==> src/hw/rtl/assert_macros.svh <==
// assertion macros for the polygon perimeter and area block
// no dependencies; included by files that carry concurrent checks
`ifndef ASSERT_MACROS_SVH
`define ASSERT_MACROS_SVH

// property must hold at every clock edge outside reset
`define PPA_ASSERT(label, clk, rst_n, prop) \
	label: assert property (@(posedge clk) disable iff (!rst_n) prop) \
		else $error("ppa assertion failed");

// condition must never be true outside reset
`define PPA_ASSERT_NEVER(label, clk, rst_n, cond) \
	`PPA_ASSERT(label, clk, rst_n, !(cond))

`endif

==> src/hw/rtl/ppa_pkg.sv <==
// shared types and constants for the polygon perimeter and area block
// no dependencies; used by the front, edge queue and back modules
package ppa_pkg;

	localparam int XW      = 24;
	localparam int DW      = XW + 1;
	localparam int PW      = 2 * DW;
	localparam int CNT_W   = 11;
	localparam int PERIM_W = 23;
	localparam int AREA_W  = 36;
	localparam int VCNT_W  = 7;
	localparam int CROSS_W = 39;

	localparam logic [1:0] MS_DXX = 2'd0;
	localparam logic [1:0] MS_DYY = 2'd1;
	localparam logic [1:0] MS_AB  = 2'd2;
	localparam logic [1:0] MS_BA  = 2'd3;

	typedef struct packed {
		logic signed [XW-1:0] ax;
		logic signed [XW-1:0] ay;
		logic signed [XW-1:0] bx;
		logic signed [XW-1:0] by;
		logic                 close;
		logic [CNT_W-1:0]     cnt;
		logic                 too_many;
	} edge_t;

	typedef struct packed {
		logic idle;
		logic emit;
	} back_stat_t;

	typedef enum logic [5:0] {
		B_IDLE = 6'b000001,
		B_MUL  = 6'b000010,
		B_SUM  = 6'b000100,
		B_SQRT = 6'b001000,
		B_ACC  = 6'b010000,
		B_EMIT = 6'b100000
	} back_state_t;

endpackage

==> src/hw/rtl/ppa_if.sv <==
// valid/ready channel interfaces for vertex input and polygon results
// depends on nothing; used by the top level, front and back
interface ppa_vtx_if #(
	parameter int COORD_BITS = 16
);
	logic                         valid;
	logic                         ready;
	logic signed [COORD_BITS-1:0] vx;
	logic signed [COORD_BITS-1:0] vy;
	logic                         last_vertex;

	modport source(output valid, output vx, output vy, output last_vertex, input ready);
	modport sink(input valid, input vx, input vy, input last_vertex, output ready);
endinterface

interface ppa_res_if;
	logic        valid;
	logic        ready;
	logic [22:0] perimeter;
	logic [35:0] area_out;
	logic [6:0]  vertex_count;
	logic        overflow;

	modport source(output valid, output perimeter, output area_out, output vertex_count,
		output overflow, input ready);
	modport sink(input valid, input perimeter, input area_out, input vertex_count,
		input overflow, output ready);
endinterface

==> src/hw/rtl/ppa_front.sv <==
// vertex front end: tracks first and previous vertex, counts vertices
// and turns each beat into edge jobs; depends on ppa_pkg and ppa_if
module ppa_front #(
	parameter int MAX_VERTICES = 64
) (
	input  logic            clk,
	input  logic            arst_n,
	ppa_vtx_if.sink         vtx,
	input  logic            fifo_full,
	output logic            push,
	output ppa_pkg::edge_t  push_entry
);

	logic signed [ppa_pkg::XW-1:0] x, y;
	logic signed [ppa_pkg::XW-1:0] first_x_q, first_y_q, prev_x_q, prev_y_q;
	logic [ppa_pkg::CNT_W-1:0]     cnt_q, cnt_nx;
	logic                          tm_q, tm_nx;
	logic                          pend_q;
	ppa_pkg::edge_t                pend_e_q;
	ppa_pkg::edge_t                close_e, edge_e;
	logic                          acc, at_max, fresh;

	assign x = ppa_pkg::XW'(vtx.vx);
	assign y = ppa_pkg::XW'(vtx.vy);

	assign vtx.ready = !pend_q && !fifo_full;
	assign acc       = vtx.valid && vtx.ready;
	assign at_max    = cnt_q >= ppa_pkg::CNT_W'(MAX_VERTICES);
	assign fresh     = cnt_q == '0;
	assign cnt_nx    = at_max ? cnt_q : cnt_q + ppa_pkg::CNT_W'(1);
	assign tm_nx     = tm_q || at_max;

	always_comb begin
		close_e.ax       = x;
		close_e.ay       = y;
		close_e.bx       = fresh ? x : first_x_q;
		close_e.by       = fresh ? y : first_y_q;
		close_e.close    = 1'b1;
		close_e.cnt      = cnt_nx;
		close_e.too_many = tm_nx;

		edge_e.ax        = prev_x_q;
		edge_e.ay        = prev_y_q;
		edge_e.bx        = x;
		edge_e.by        = y;
		edge_e.close     = 1'b0;
		edge_e.cnt       = cnt_nx;
		edge_e.too_many  = tm_nx;

		if (pend_q) begin
			push       = !fifo_full;
			push_entry = pend_e_q;
		end else begin
			push       = acc && (!fresh || vtx.last_vertex);
			push_entry = fresh ? close_e : edge_e;
		end
	end

	always_ff @(posedge clk or negedge arst_n) begin
		if (!arst_n) begin
			first_x_q <= '0;
			first_y_q <= '0;
			prev_x_q  <= '0;
			prev_y_q  <= '0;
			cnt_q     <= '0;
			tm_q      <= 1'b0;
			pend_q    <= 1'b0;
		end else begin
			if (pend_q && !fifo_full) begin
				pend_q <= 1'b0;
			end
			if (acc) begin
				if (fresh) begin
					first_x_q <= x;
					first_y_q <= y;
				end
				prev_x_q <= x;
				prev_y_q <= y;
				if (vtx.last_vertex) begin
					cnt_q <= '0;
					tm_q  <= 1'b0;
					if (!fresh) begin
						pend_q <= 1'b1;
					end
				end else begin
					cnt_q <= cnt_nx;
					tm_q  <= tm_nx;
				end
			end
		end
	end

	// closing edge held while the edge into the last vertex goes first
	always_ff @(posedge clk) begin
		if (acc && vtx.last_vertex && !fresh) begin
			pend_e_q <= close_e;
		end
	end

endmodule

==> src/hw/rtl/ppa_edge_fifo.sv <==
// short queue of edge jobs between the front and the back
// depends on ppa_pkg for the entry type
module ppa_edge_fifo #(
	parameter int DEPTH = 4
) (
	input  logic           clk,
	input  logic           arst_n,
	input  logic           push,
	input  ppa_pkg::edge_t din,
	output logic           full,
	input  logic           pop,
	output ppa_pkg::edge_t dout,
	output logic           empty
);

	localparam int AW = $clog2(DEPTH);
	localparam int CW = $clog2(DEPTH + 1);

	ppa_pkg::edge_t mem_q [DEPTH];
	logic [AW-1:0]  wptr_q, rptr_q;
	logic [CW-1:0]  count_q;

	assign full  = count_q == CW'(DEPTH);
	assign empty = count_q == '0;
	assign dout  = mem_q[rptr_q];

	always_ff @(posedge clk or negedge arst_n) begin
		if (!arst_n) begin
			wptr_q  <= '0;
			rptr_q  <= '0;
			count_q <= '0;
		end else begin
			if (push) begin
				wptr_q <= (wptr_q == AW'(DEPTH - 1)) ? '0 : wptr_q + AW'(1);
			end
			if (pop) begin
				rptr_q <= (rptr_q == AW'(DEPTH - 1)) ? '0 : rptr_q + AW'(1);
			end
			if (push && !pop) begin
				count_q <= count_q + CW'(1);
			end else if (pop && !push) begin
				count_q <= count_q - CW'(1);
			end
		end
	end

	always_ff @(posedge clk) begin
		if (push) begin
			mem_q[wptr_q] <= din;
		end
	end

endmodule

==> src/hw/rtl/ppa_back.sv <==
// edge back end: shared multiplier, bit-serial square root, saturating
// perimeter and shoelace sums, result register; depends on ppa_pkg, ppa_if
module ppa_back #(
	parameter int COORD_BITS = 16
) (
	input  logic                clk,
	input  logic                arst_n,
	input  logic                fifo_empty,
	input  ppa_pkg::edge_t      fifo_dout,
	output logic                pop,
	output ppa_pkg::back_stat_t stat,
	ppa_res_if.source           res
);

	localparam int XW    = ppa_pkg::XW;
	localparam int DW    = ppa_pkg::DW;
	localparam int PW    = ppa_pkg::PW;
	localparam int ITW   = $clog2(COORD_BITS + 1);
	localparam int SHIFT = 2 * (XW - COORD_BITS);
	localparam int PA_W  = DW + 1;
	localparam int CS_W  = PW + 2;
	localparam int CRW   = ppa_pkg::CROSS_W;

	ppa_pkg::back_state_t state_q;

	logic signed [XW-1:0]      ax_q, ay_q, bx_q, by_q;
	logic signed [DW-1:0]      dx_q, dy_q;
	logic                      close_q, tm_q;
	logic [ppa_pkg::CNT_W-1:0] cnt_q;
	logic [1:0]                mstep_q;
	logic signed [DW-1:0]      ma, mb;
	logic signed [PW-1:0]      prod;
	logic signed [PW-1:0]      sqx_q, sqy_q, cab_q, cba_q;
	logic signed [PW:0]        diff_q;
	logic [PW-1:0]             n_q, sqsum;
	logic [DW-1:0]             root_q;
	logic [DW+1:0]             rem_q, rem_sh, trial;
	logic [ITW-1:0]            iter_q;
	logic [ppa_pkg::PERIM_W-1:0] perim_q, perim_nx;
	logic signed [CRW-1:0]     cross_q, cross_nx;
	logic [PA_W-1:0]           psum;
	logic signed [CS_W-1:0]    csum;
	logic [CRW-1:0]            mag;
	logic [CRW-2:0]            half;
	logic [ppa_pkg::AREA_W-1:0] area;
	logic [ppa_pkg::VCNT_W-1:0] vcnt;
	logic                      res_valid_q, res_free;

	assign pop       = (state_q == ppa_pkg::B_IDLE) && !fifo_empty;
	assign stat.idle = state_q == ppa_pkg::B_IDLE;
	assign stat.emit = state_q == ppa_pkg::B_EMIT;
	assign res_free  = !res_valid_q || res.ready;
	assign res.valid = res_valid_q;

	always_comb begin
		case (mstep_q)
			ppa_pkg::MS_DXX: begin
				ma = dx_q;
				mb = dx_q;
			end
			ppa_pkg::MS_DYY: begin
				ma = dy_q;
				mb = dy_q;
			end
			ppa_pkg::MS_AB: begin
				ma = DW'(ax_q);
				mb = DW'(by_q);
			end
			ppa_pkg::MS_BA: begin
				ma = DW'(bx_q);
				mb = DW'(ay_q);
			end
			default: begin
				ma = '0;
				mb = '0;
			end
		endcase
	end

	assign prod  = ma * mb;
	assign sqsum = PW'(sqx_q) + PW'(sqy_q);

	// one root bit per cycle
	assign rem_sh = {rem_q[DW-1:0], n_q[PW-1:PW-2]};
	assign trial  = {root_q, 2'b01};

	assign psum     = PA_W'(perim_q) + PA_W'(root_q);
	assign perim_nx = (psum > PA_W'({ppa_pkg::PERIM_W{1'b1}})) ?
		{ppa_pkg::PERIM_W{1'b1}} : psum[ppa_pkg::PERIM_W-1:0];

	assign csum = CS_W'(cross_q) + CS_W'(diff_q);
	always_comb begin
		if ((&csum[CS_W-1:CRW-1]) || !(|csum[CS_W-1:CRW-1])) begin
			cross_nx = csum[CRW-1:0];
		end else if (csum[CS_W-1]) begin
			cross_nx = {1'b1, {(CRW-1){1'b0}}};
		end else begin
			cross_nx = {1'b0, {(CRW-1){1'b1}}};
		end
	end

	assign mag  = cross_q[CRW-1] ? CRW'(-cross_q) : cross_q;
	assign half = mag[CRW-1:1];
	assign area = (|half[CRW-2:ppa_pkg::AREA_W]) ? {ppa_pkg::AREA_W{1'b1}} :
		half[ppa_pkg::AREA_W-1:0];
	assign vcnt = (cnt_q > ppa_pkg::CNT_W'({ppa_pkg::VCNT_W{1'b1}})) ?
		{ppa_pkg::VCNT_W{1'b1}} : cnt_q[ppa_pkg::VCNT_W-1:0];

	always_ff @(posedge clk or negedge arst_n) begin
		if (!arst_n) begin
			state_q     <= ppa_pkg::B_IDLE;
			mstep_q     <= ppa_pkg::MS_DXX;
			iter_q      <= '0;
			perim_q     <= '0;
			cross_q     <= '0;
			res_valid_q <= 1'b0;
		end else begin
			if (state_q == ppa_pkg::B_EMIT && res_free) begin
				res_valid_q <= 1'b1;
			end else if (res.ready) begin
				res_valid_q <= 1'b0;
			end
			case (state_q)
				ppa_pkg::B_IDLE: begin
					if (!fifo_empty) begin
						mstep_q <= ppa_pkg::MS_DXX;
						state_q <= ppa_pkg::B_MUL;
					end
				end
				ppa_pkg::B_MUL: begin
					mstep_q <= mstep_q + 2'd1;
					if (mstep_q == ppa_pkg::MS_BA) begin
						state_q <= ppa_pkg::B_SUM;
					end
				end
				ppa_pkg::B_SUM: begin
					iter_q  <= '0;
					state_q <= ppa_pkg::B_SQRT;
				end
				ppa_pkg::B_SQRT: begin
					iter_q <= iter_q + ITW'(1);
					if (iter_q == ITW'(COORD_BITS)) begin
						state_q <= ppa_pkg::B_ACC;
					end
				end
				ppa_pkg::B_ACC: begin
					perim_q <= perim_nx;
					cross_q <= cross_nx;
					state_q <= close_q ? ppa_pkg::B_EMIT : ppa_pkg::B_IDLE;
				end
				ppa_pkg::B_EMIT: begin
					if (res_free) begin
						perim_q <= '0;
						cross_q <= '0;
						state_q <= ppa_pkg::B_IDLE;
					end
				end
				default: begin
					state_q <= ppa_pkg::B_IDLE;
				end
			endcase
		end
	end

	always_ff @(posedge clk) begin
		if (pop) begin
			ax_q    <= fifo_dout.ax;
			ay_q    <= fifo_dout.ay;
			bx_q    <= fifo_dout.bx;
			by_q    <= fifo_dout.by;
			dx_q    <= DW'(fifo_dout.bx) - DW'(fifo_dout.ax);
			dy_q    <= DW'(fifo_dout.by) - DW'(fifo_dout.ay);
			close_q <= fifo_dout.close;
			cnt_q   <= fifo_dout.cnt;
			tm_q    <= fifo_dout.too_many;
		end
		if (state_q == ppa_pkg::B_MUL) begin
			case (mstep_q)
				ppa_pkg::MS_DXX: sqx_q <= prod;
				ppa_pkg::MS_DYY: sqy_q <= prod;
				ppa_pkg::MS_AB:  cab_q <= prod;
				ppa_pkg::MS_BA:  cba_q <= prod;
				default: begin
				end
			endcase
		end
		if (state_q == ppa_pkg::B_SUM) begin
			diff_q <= (PW+1)'(cab_q) - (PW+1)'(cba_q);
			n_q    <= sqsum << SHIFT;
			root_q <= '0;
			rem_q  <= '0;
		end
		if (state_q == ppa_pkg::B_SQRT) begin
			n_q <= {n_q[PW-3:0], 2'b00};
			if (rem_sh >= trial) begin
				rem_q  <= rem_sh - trial;
				root_q <= {root_q[DW-2:0], 1'b1};
			end else begin
				rem_q  <= rem_sh;
				root_q <= {root_q[DW-2:0], 1'b0};
			end
		end
		if (state_q == ppa_pkg::B_EMIT && res_free) begin
			res.perimeter    <= perim_q;
			res.area_out     <= area;
			res.vertex_count <= vcnt;
			res.overflow     <= tm_q;
		end
	end

endmodule

==> src/hw/rtl/polygon_perimeter_and_area.sv <==
// top level of the polygon perimeter and shoelace area block
// depends on ppa_pkg, ppa_if, ppa_front, ppa_edge_fifo, ppa_back
//
// channel  dir  beat
// vtx      in   one vertex: vx, vy, last_vertex
// res      out  one polygon: perimeter, area_out, vertex_count, overflow
//
// each edge passes through the back in four multiplier steps and a square root
// found one root bit a cycle; one edge per vertex
// a last vertex adds the closing edge and the loading of the result
// the edge queue lets vertices arrive while the back still works
// reset clears all control state at once; no clearing pass
// a stalled result holds the back at its closing edge only
module polygon_perimeter_and_area #(
	parameter int MAX_VERTICES = 64,
	parameter int COORD_BITS   = 16,
	parameter int FIFO_DEPTH   = 4
) (
	input  logic      clk,
	input  logic      arst_n,
	ppa_vtx_if.sink   vtx,
	ppa_res_if.source res
);

	`include "assert_macros.svh"

	logic                push, pop, fifo_full, fifo_empty;
	ppa_pkg::edge_t      push_entry, fifo_dout;
	ppa_pkg::back_stat_t bstat;

	ppa_front #(
		.MAX_VERTICES(MAX_VERTICES)
	) u_front (
		.clk       (clk),
		.arst_n    (arst_n),
		.vtx       (vtx),
		.fifo_full (fifo_full),
		.push      (push),
		.push_entry(push_entry)
	);

	ppa_edge_fifo #(
		.DEPTH(FIFO_DEPTH)
	) u_fifo (
		.clk   (clk),
		.arst_n(arst_n),
		.push  (push),
		.din   (push_entry),
		.full  (fifo_full),
		.pop   (pop),
		.dout  (fifo_dout),
		.empty (fifo_empty)
	);

	ppa_back #(
		.COORD_BITS(COORD_BITS)
	) u_back (
		.clk       (clk),
		.arst_n    (arst_n),
		.fifo_empty(fifo_empty),
		.fifo_dout (fifo_dout),
		.pop       (pop),
		.stat      (bstat),
		.res       (res)
	);

	`PPA_ASSERT_NEVER(a_push_full, clk, arst_n, push && fifo_full)
	`PPA_ASSERT_NEVER(a_pop_empty, clk, arst_n, pop && fifo_empty)
	`PPA_ASSERT(a_pop_idle, clk, arst_n, pop |-> bstat.idle)
	`PPA_ASSERT(a_res_after_emit, clk, arst_n, $rose(res.valid) |-> $past(bstat.emit))

endmodule

==> src/flat_wrapper.sv <==
// flat-port wrapper written by rule: the top's interface ports become plain ports
module polygon_perimeter_and_area_flat 
#(
	parameter int MAX_VERTICES = 64,
	parameter int COORD_BITS   = 16,
	parameter int FIFO_DEPTH   = 4
)
  (clk, arst_n, vtx_valid, vtx_vx, vtx_vy, vtx_last_vertex, vtx_ready, res_valid, res_perimeter, res_area_out, res_vertex_count, res_overflow, res_ready);
  ppa_vtx_if #(.COORD_BITS(COORD_BITS)) vtx_i ();
  ppa_res_if res_i ();
  input  logic clk;
  input  logic arst_n;
  input wire logic [$bits(vtx_i.valid)-1:0] vtx_valid;
  input wire logic [$bits(vtx_i.vx)-1:0] vtx_vx;
  input wire logic [$bits(vtx_i.vy)-1:0] vtx_vy;
  input wire logic [$bits(vtx_i.last_vertex)-1:0] vtx_last_vertex;
  output wire logic [$bits(vtx_i.ready)-1:0] vtx_ready;
  output wire logic [$bits(res_i.valid)-1:0] res_valid;
  output wire logic [$bits(res_i.perimeter)-1:0] res_perimeter;
  output wire logic [$bits(res_i.area_out)-1:0] res_area_out;
  output wire logic [$bits(res_i.vertex_count)-1:0] res_vertex_count;
  output wire logic [$bits(res_i.overflow)-1:0] res_overflow;
  input wire logic [$bits(res_i.ready)-1:0] res_ready;
  assign vtx_i.valid = vtx_valid;
  assign vtx_i.vx = vtx_vx;
  assign vtx_i.vy = vtx_vy;
  assign vtx_i.last_vertex = vtx_last_vertex;
  assign vtx_ready = vtx_i.ready;
  assign res_valid = res_i.valid;
  assign res_perimeter = res_i.perimeter;
  assign res_area_out = res_i.area_out;
  assign res_vertex_count = res_i.vertex_count;
  assign res_overflow = res_i.overflow;
  assign res_i.ready = res_ready;
  polygon_perimeter_and_area #(.MAX_VERTICES(MAX_VERTICES), .COORD_BITS(COORD_BITS), .FIFO_DEPTH(FIFO_DEPTH)) u_core (.clk(clk), .arst_n(arst_n), .vtx(vtx_i), .res(res_i));
endmodule
==> config.mk <==
export PLATFORM = sky130hd
export DESIGN_NAME = polygon_perimeter_and_area_flat
export DESIGN_NICKNAME = d
export VERILOG_FILES = /design/src/hw/rtl/ppa_pkg.sv /design/src/hw/rtl/ppa_if.sv /design/src/hw/rtl/ppa_front.sv /design/src/hw/rtl/ppa_edge_fifo.sv /design/src/hw/rtl/ppa_back.sv /design/src/hw/rtl/polygon_perimeter_and_area.sv /design/src/flat_wrapper.sv
export VERILOG_INCLUDE_DIRS = /design/src /design/src/hw/rtl
export SDC_FILE = /design/constraint.sdc
export NUM_CORES = 2
export LEC_CHECK = 0
export CELL_PAD_IN_SITES_DETAIL_PLACEMENT = 0
export CELL_PAD_IN_SITES_GLOBAL_PLACEMENT = 1
export CORE_AREA = 5 5 372 374
export DETAILED_ROUTE_END_ITERATION = 6
export DIE_AREA = 0 0 377 379
export DONT_BUFFER_PORTS = 1
export GPL_ROUTABILITY_DRIVEN = 0
export PLACE_DENSITY = 0.94
export SYNTH_ARGS = -nofsm -noshare
export SYNTH_HDL_FRONTEND = slang
export SYNTH_SLANG_ARGS = --single-unit
==> constraint.sdc <==
create_clock -name clk -period 18.1 [get_ports clk]
set_input_delay 3.62 -clock clk [delete_from_list [all_inputs] [get_ports clk]]
set_output_delay 3.62 -clock clk [all_outputs]
set_load 0.02 [all_outputs]
==> impl_results.md <==
* Status: finished, final reports clean
* Final period util at 0.572
* Setup TNS at 0 ns
* Post-Synthesis Cells at 6777
* Total gr overflow at 0
* Hold Path Class: reg -> reg
* Tot GR Track Use at 0.254
* Max FO, Critical Path at 41
* Hold Fails Final Rpt at 0
* Top cells by instance count after synthesis: edfxtp_1, inv_1, nand2_1
* Share of post-route cells with drive strength above 1 at 0.0752
* Endpoints failing setup at 0
* Layout area overhead at 7.50%
* Worst Tran Pin Value at 1.18 ns
* Asr flop ratio synth at 0.153
* Row cnt at 135
* Max-slew violations at 0
* H-tree levels at 3
* Post-Syn Area per Cell at 11.4 um2
* Post-Syn Area at 0.0774 mm2
* Via density at 5.88
* # hold bufs at CTS at 0
* CTS clock-pin slew for the worst setup and hold paths at 0.06 ns
* Synth warnings at 0
* Vias in the first global route at 52400
* CTS tree: built
* CP arrival at 10.92 ns
* Synth top area cells: edfxtp_1, fa_1, ha_1
* R2R cell count at 29
* Drt drc at 0
* Delay of the slowest critical-path stage at 1.00 ns
* Fmax at 0.0965 GHz
* Critical path startpoint category: flip-flop
* Largest net degree at the start of global routing at 177
* Hpwl dp at 131 mm
* Post-CTS sizing at 0
* Biggest area consumer among synthesized cells: edfxtp_1
* Max_slew headroom at 0.203
* Critical path class: reg -> reg
* Crit end category: flip-flop
* Post-Route WL at 178 mm
* Root buffer cell: clkbuf_16
* WL/cell at 20.7 um
* Tmin final at 10.36 ns
* DR pass1 iterations at 6
* Post-synth EDFFs at 977
* Die Span Y at 379 um
* Count leader, synth: edfxtp_1
* RSZ-0062 raised after global routing: false
* CTS max path bufs at 3
* Post-synthesis sequential area ratio at 0.436
* Synth top area share at 0.379
* DIE AREA at 0.143 mm2
* CP dominant cell by count: fa_1
* Max_cap viols at 0
* Prevailing post-synth register cell: edfxtp_1
* Final net count at 7795
* Ports at 106
* Clock latency at the later pin of the worst-skew pair at 0.78 ns
* Routed Antenna Nets at 0
* CP max stage cell: a21oi_1
* Initial Util at 0.575
* Hold path cells at 0
* Setup Buffers After CTS at 0
* Die width at 377 um
* Num CTS Buffers at 115
* IO buf count at 0
* Via count at 50500
* #FFs+latches synth at 1153
* Critical Path RT at 18.66 ns
* Worst-case clock skew at 0.0694 ns
* First-pass GRT wire length at 287 mm
* Core area at 0.135 mm2
* Netlist cell types at 85
* Initial antenna violation count at 0
* Sink Count at 1153
* Worst reg2reg setup slack at 7.74 ns
* Iteration-0 DRC count of the detailed router at 4437
* Post-Syn Nets at 7868
-- metal layers --
| metal | vias up | track usage | part of all wire |
|---|---|---|---|
| met5 | - | 0 | 0 |
| met4 | 0 | 0.0954 | 0.040 |
| met3 | 468 | 0.0514 | 0.079 |
| met2 | 2003 | 0.422 | 0.48 |
| met1 | 25000 | 0.335 | 0.40 |
| li1 | 23000 | - | - |
-- state kept, by name (all words and copies together), names as in the netlist, 16 cells and up --
register                     cells
u_core.u_back.root_q            25
u_core.u_back.sqy_q             34
u_core.u_back.rem_q             25
u_core.u_front.first_y_q        24
u_core.u_front.first_x_q        24
u_core.u_back.ay_q              16
u_core.u_back.cba_q             50
u_core.u_back.ax_q              16
u_core.u_back.dx_q              25
u_core.u_back.sqx_q             34
u_core.u_back.perim_q           23
u_core.u_back.n_q               34
u_core.u_front.prev_y_q         16
u_core.u_front.prev_x_q         16
u_core.u_back.by_q              24
u_core.u_back.cab_q             50
u_core.u_back.bx_q              24
u_core.u_back.cross_q           39
u_core.u_back.diff_q            51
u_core.u_back.res.area_out      36
u_core.u_back.res.perimeter     23
u_core.u_front.pend_e_q         92
u_core.u_fifo.mem_q            372
u_core.u_back.dy_q              25
-- critical path, delay by kind of cell (launching register included) --
kind                     cells  cell delay, ns
AO/OA/AOI/OAI                9            3.57
XOR/XNOR                     1            0.21
adder cells (fa/ha/maj)      9            4.21
buffers and inverters        5            0.74
flip-flops                   1            0.42
AND/OR/NAND/NOR              5            0.93
-- layout by cell type, fill, tap and decap left out, drive strengths merged, types with 12 or more instances in the layout --
| cell type | synthesis | final |
|---|---|---|
| clkbuf | 232 | 139 |
| or4 | 13 | 13 |
| nor3 | 63 | 63 |
| nand3 | 66 | 66 |
| and2 | 92 | 92 |
| or2 | 30 | 30 |
| a211oi | 22 | 22 |
| a221oi | 18 | 18 |
| o31ai | 23 | 23 |
| inv | 882 | 884 |
| nand2b | 59 | 59 |
| edfxtp | 977 | 977 |
| clkinv | 1 | 59 |
| xnor2 | 163 | 163 |
| fa | 665 | 665 |
| o211ai | 16 | 16 |
| ha | 389 | 389 |
| buf | 27 | 69 |
| or3 | 25 | 25 |
| o311ai | 45 | 45 |
| mux2 | 90 | 90 |
| a21o | 196 | 196 |
| a21boi | 17 | 17 |
| nor2b | 52 | 52 |
| dfrtp | 175 | 175 |
| a31oi | 52 | 52 |
| o21ai | 205 | 205 |
| o21bai | 30 | 30 |
| xor2 | 127 | 127 |
| nand2 | 754 | 754 |
| mux4 | 93 | 93 |
| nor2 | 571 | 571 |
| a21oi | 326 | 326 |
| a22oi | 22 | 22 |
| o41ai | 12 | 12 |
| nand4 | 26 | 26 |
| and3 | 32 | 32 |
| o21a | 32 | 32 |
| bufinv | 0 | 13 |
-- through the flow --
| stage | utilization | worst slack [ns] | std cells | area (um2) | hold WS (ns) |
|---|---|---|---|---|---|
| detailed placement | 0.588 | 7.98 | 8368 | 79200 | 0.416 |
| floorplan | - | 9.42 | 6777 | 77400 | 0.400 |
| global route | 0.618 | 7.35 | 8587 | 83200 | 0.467 |
| finish | 0.618 | 7.74 | 8588 | 83200 | 0.436 |
| global placement | 0.588 | 8.21 | 8368 | 79200 | 0.406 |
| CTS | 0.618 | 7.91 | 8587 | 83200 | 0.441 |
-- layout make-up --
type                    count  area (um2)
clock inverters            80         906
inverters                 883        3320
repair buffers             69         518
clock buffers             139        3080
multi-input cells        4482       39400
diodes                      1        2.50
well taps                1781        2230
flip-flops and latches   1153       33800
fillers                 10100       51500
-- kinds of logic (layout without fill, tap and decap cells) --
family,count (synthesis),count (layout),share of synthesized area
fa+ha+maj,1054,1054,0.235
xor+xnor,290,290,0.0328
flops,1153,1153,0.436
compound gates,1119,1119,0.0945
mux,190,190,0.0411
buf+inv,1142,1171,0.0560
other cells,0,1,0
simple gates,1829,1829,0.105
-- path summary, 6_finish.rpt --
kind	startpoint	endpoint
max	u_core.u_back.mstep_q[0]	u_core.u_back.cba_q[48]
min	u_core.u_back.tm_q	u_core.u_back.res.overflow
max reg2reg	u_core.u_back.mstep_q[0]	u_core.u_back.cba_q[48]
min reg2reg	u_core.u_back.tm_q	u_core.u_back.res.overflow
max in group asynchronous	arst_n	u_core.u_back.cross_q[34]
min in group asynchronous	arst_n	u_core.u_front.cnt_q[1]
Power is left out: the tool's default activity adds up to more than one toggle a clock period on the data nets, which glitch-free logic cannot reach.
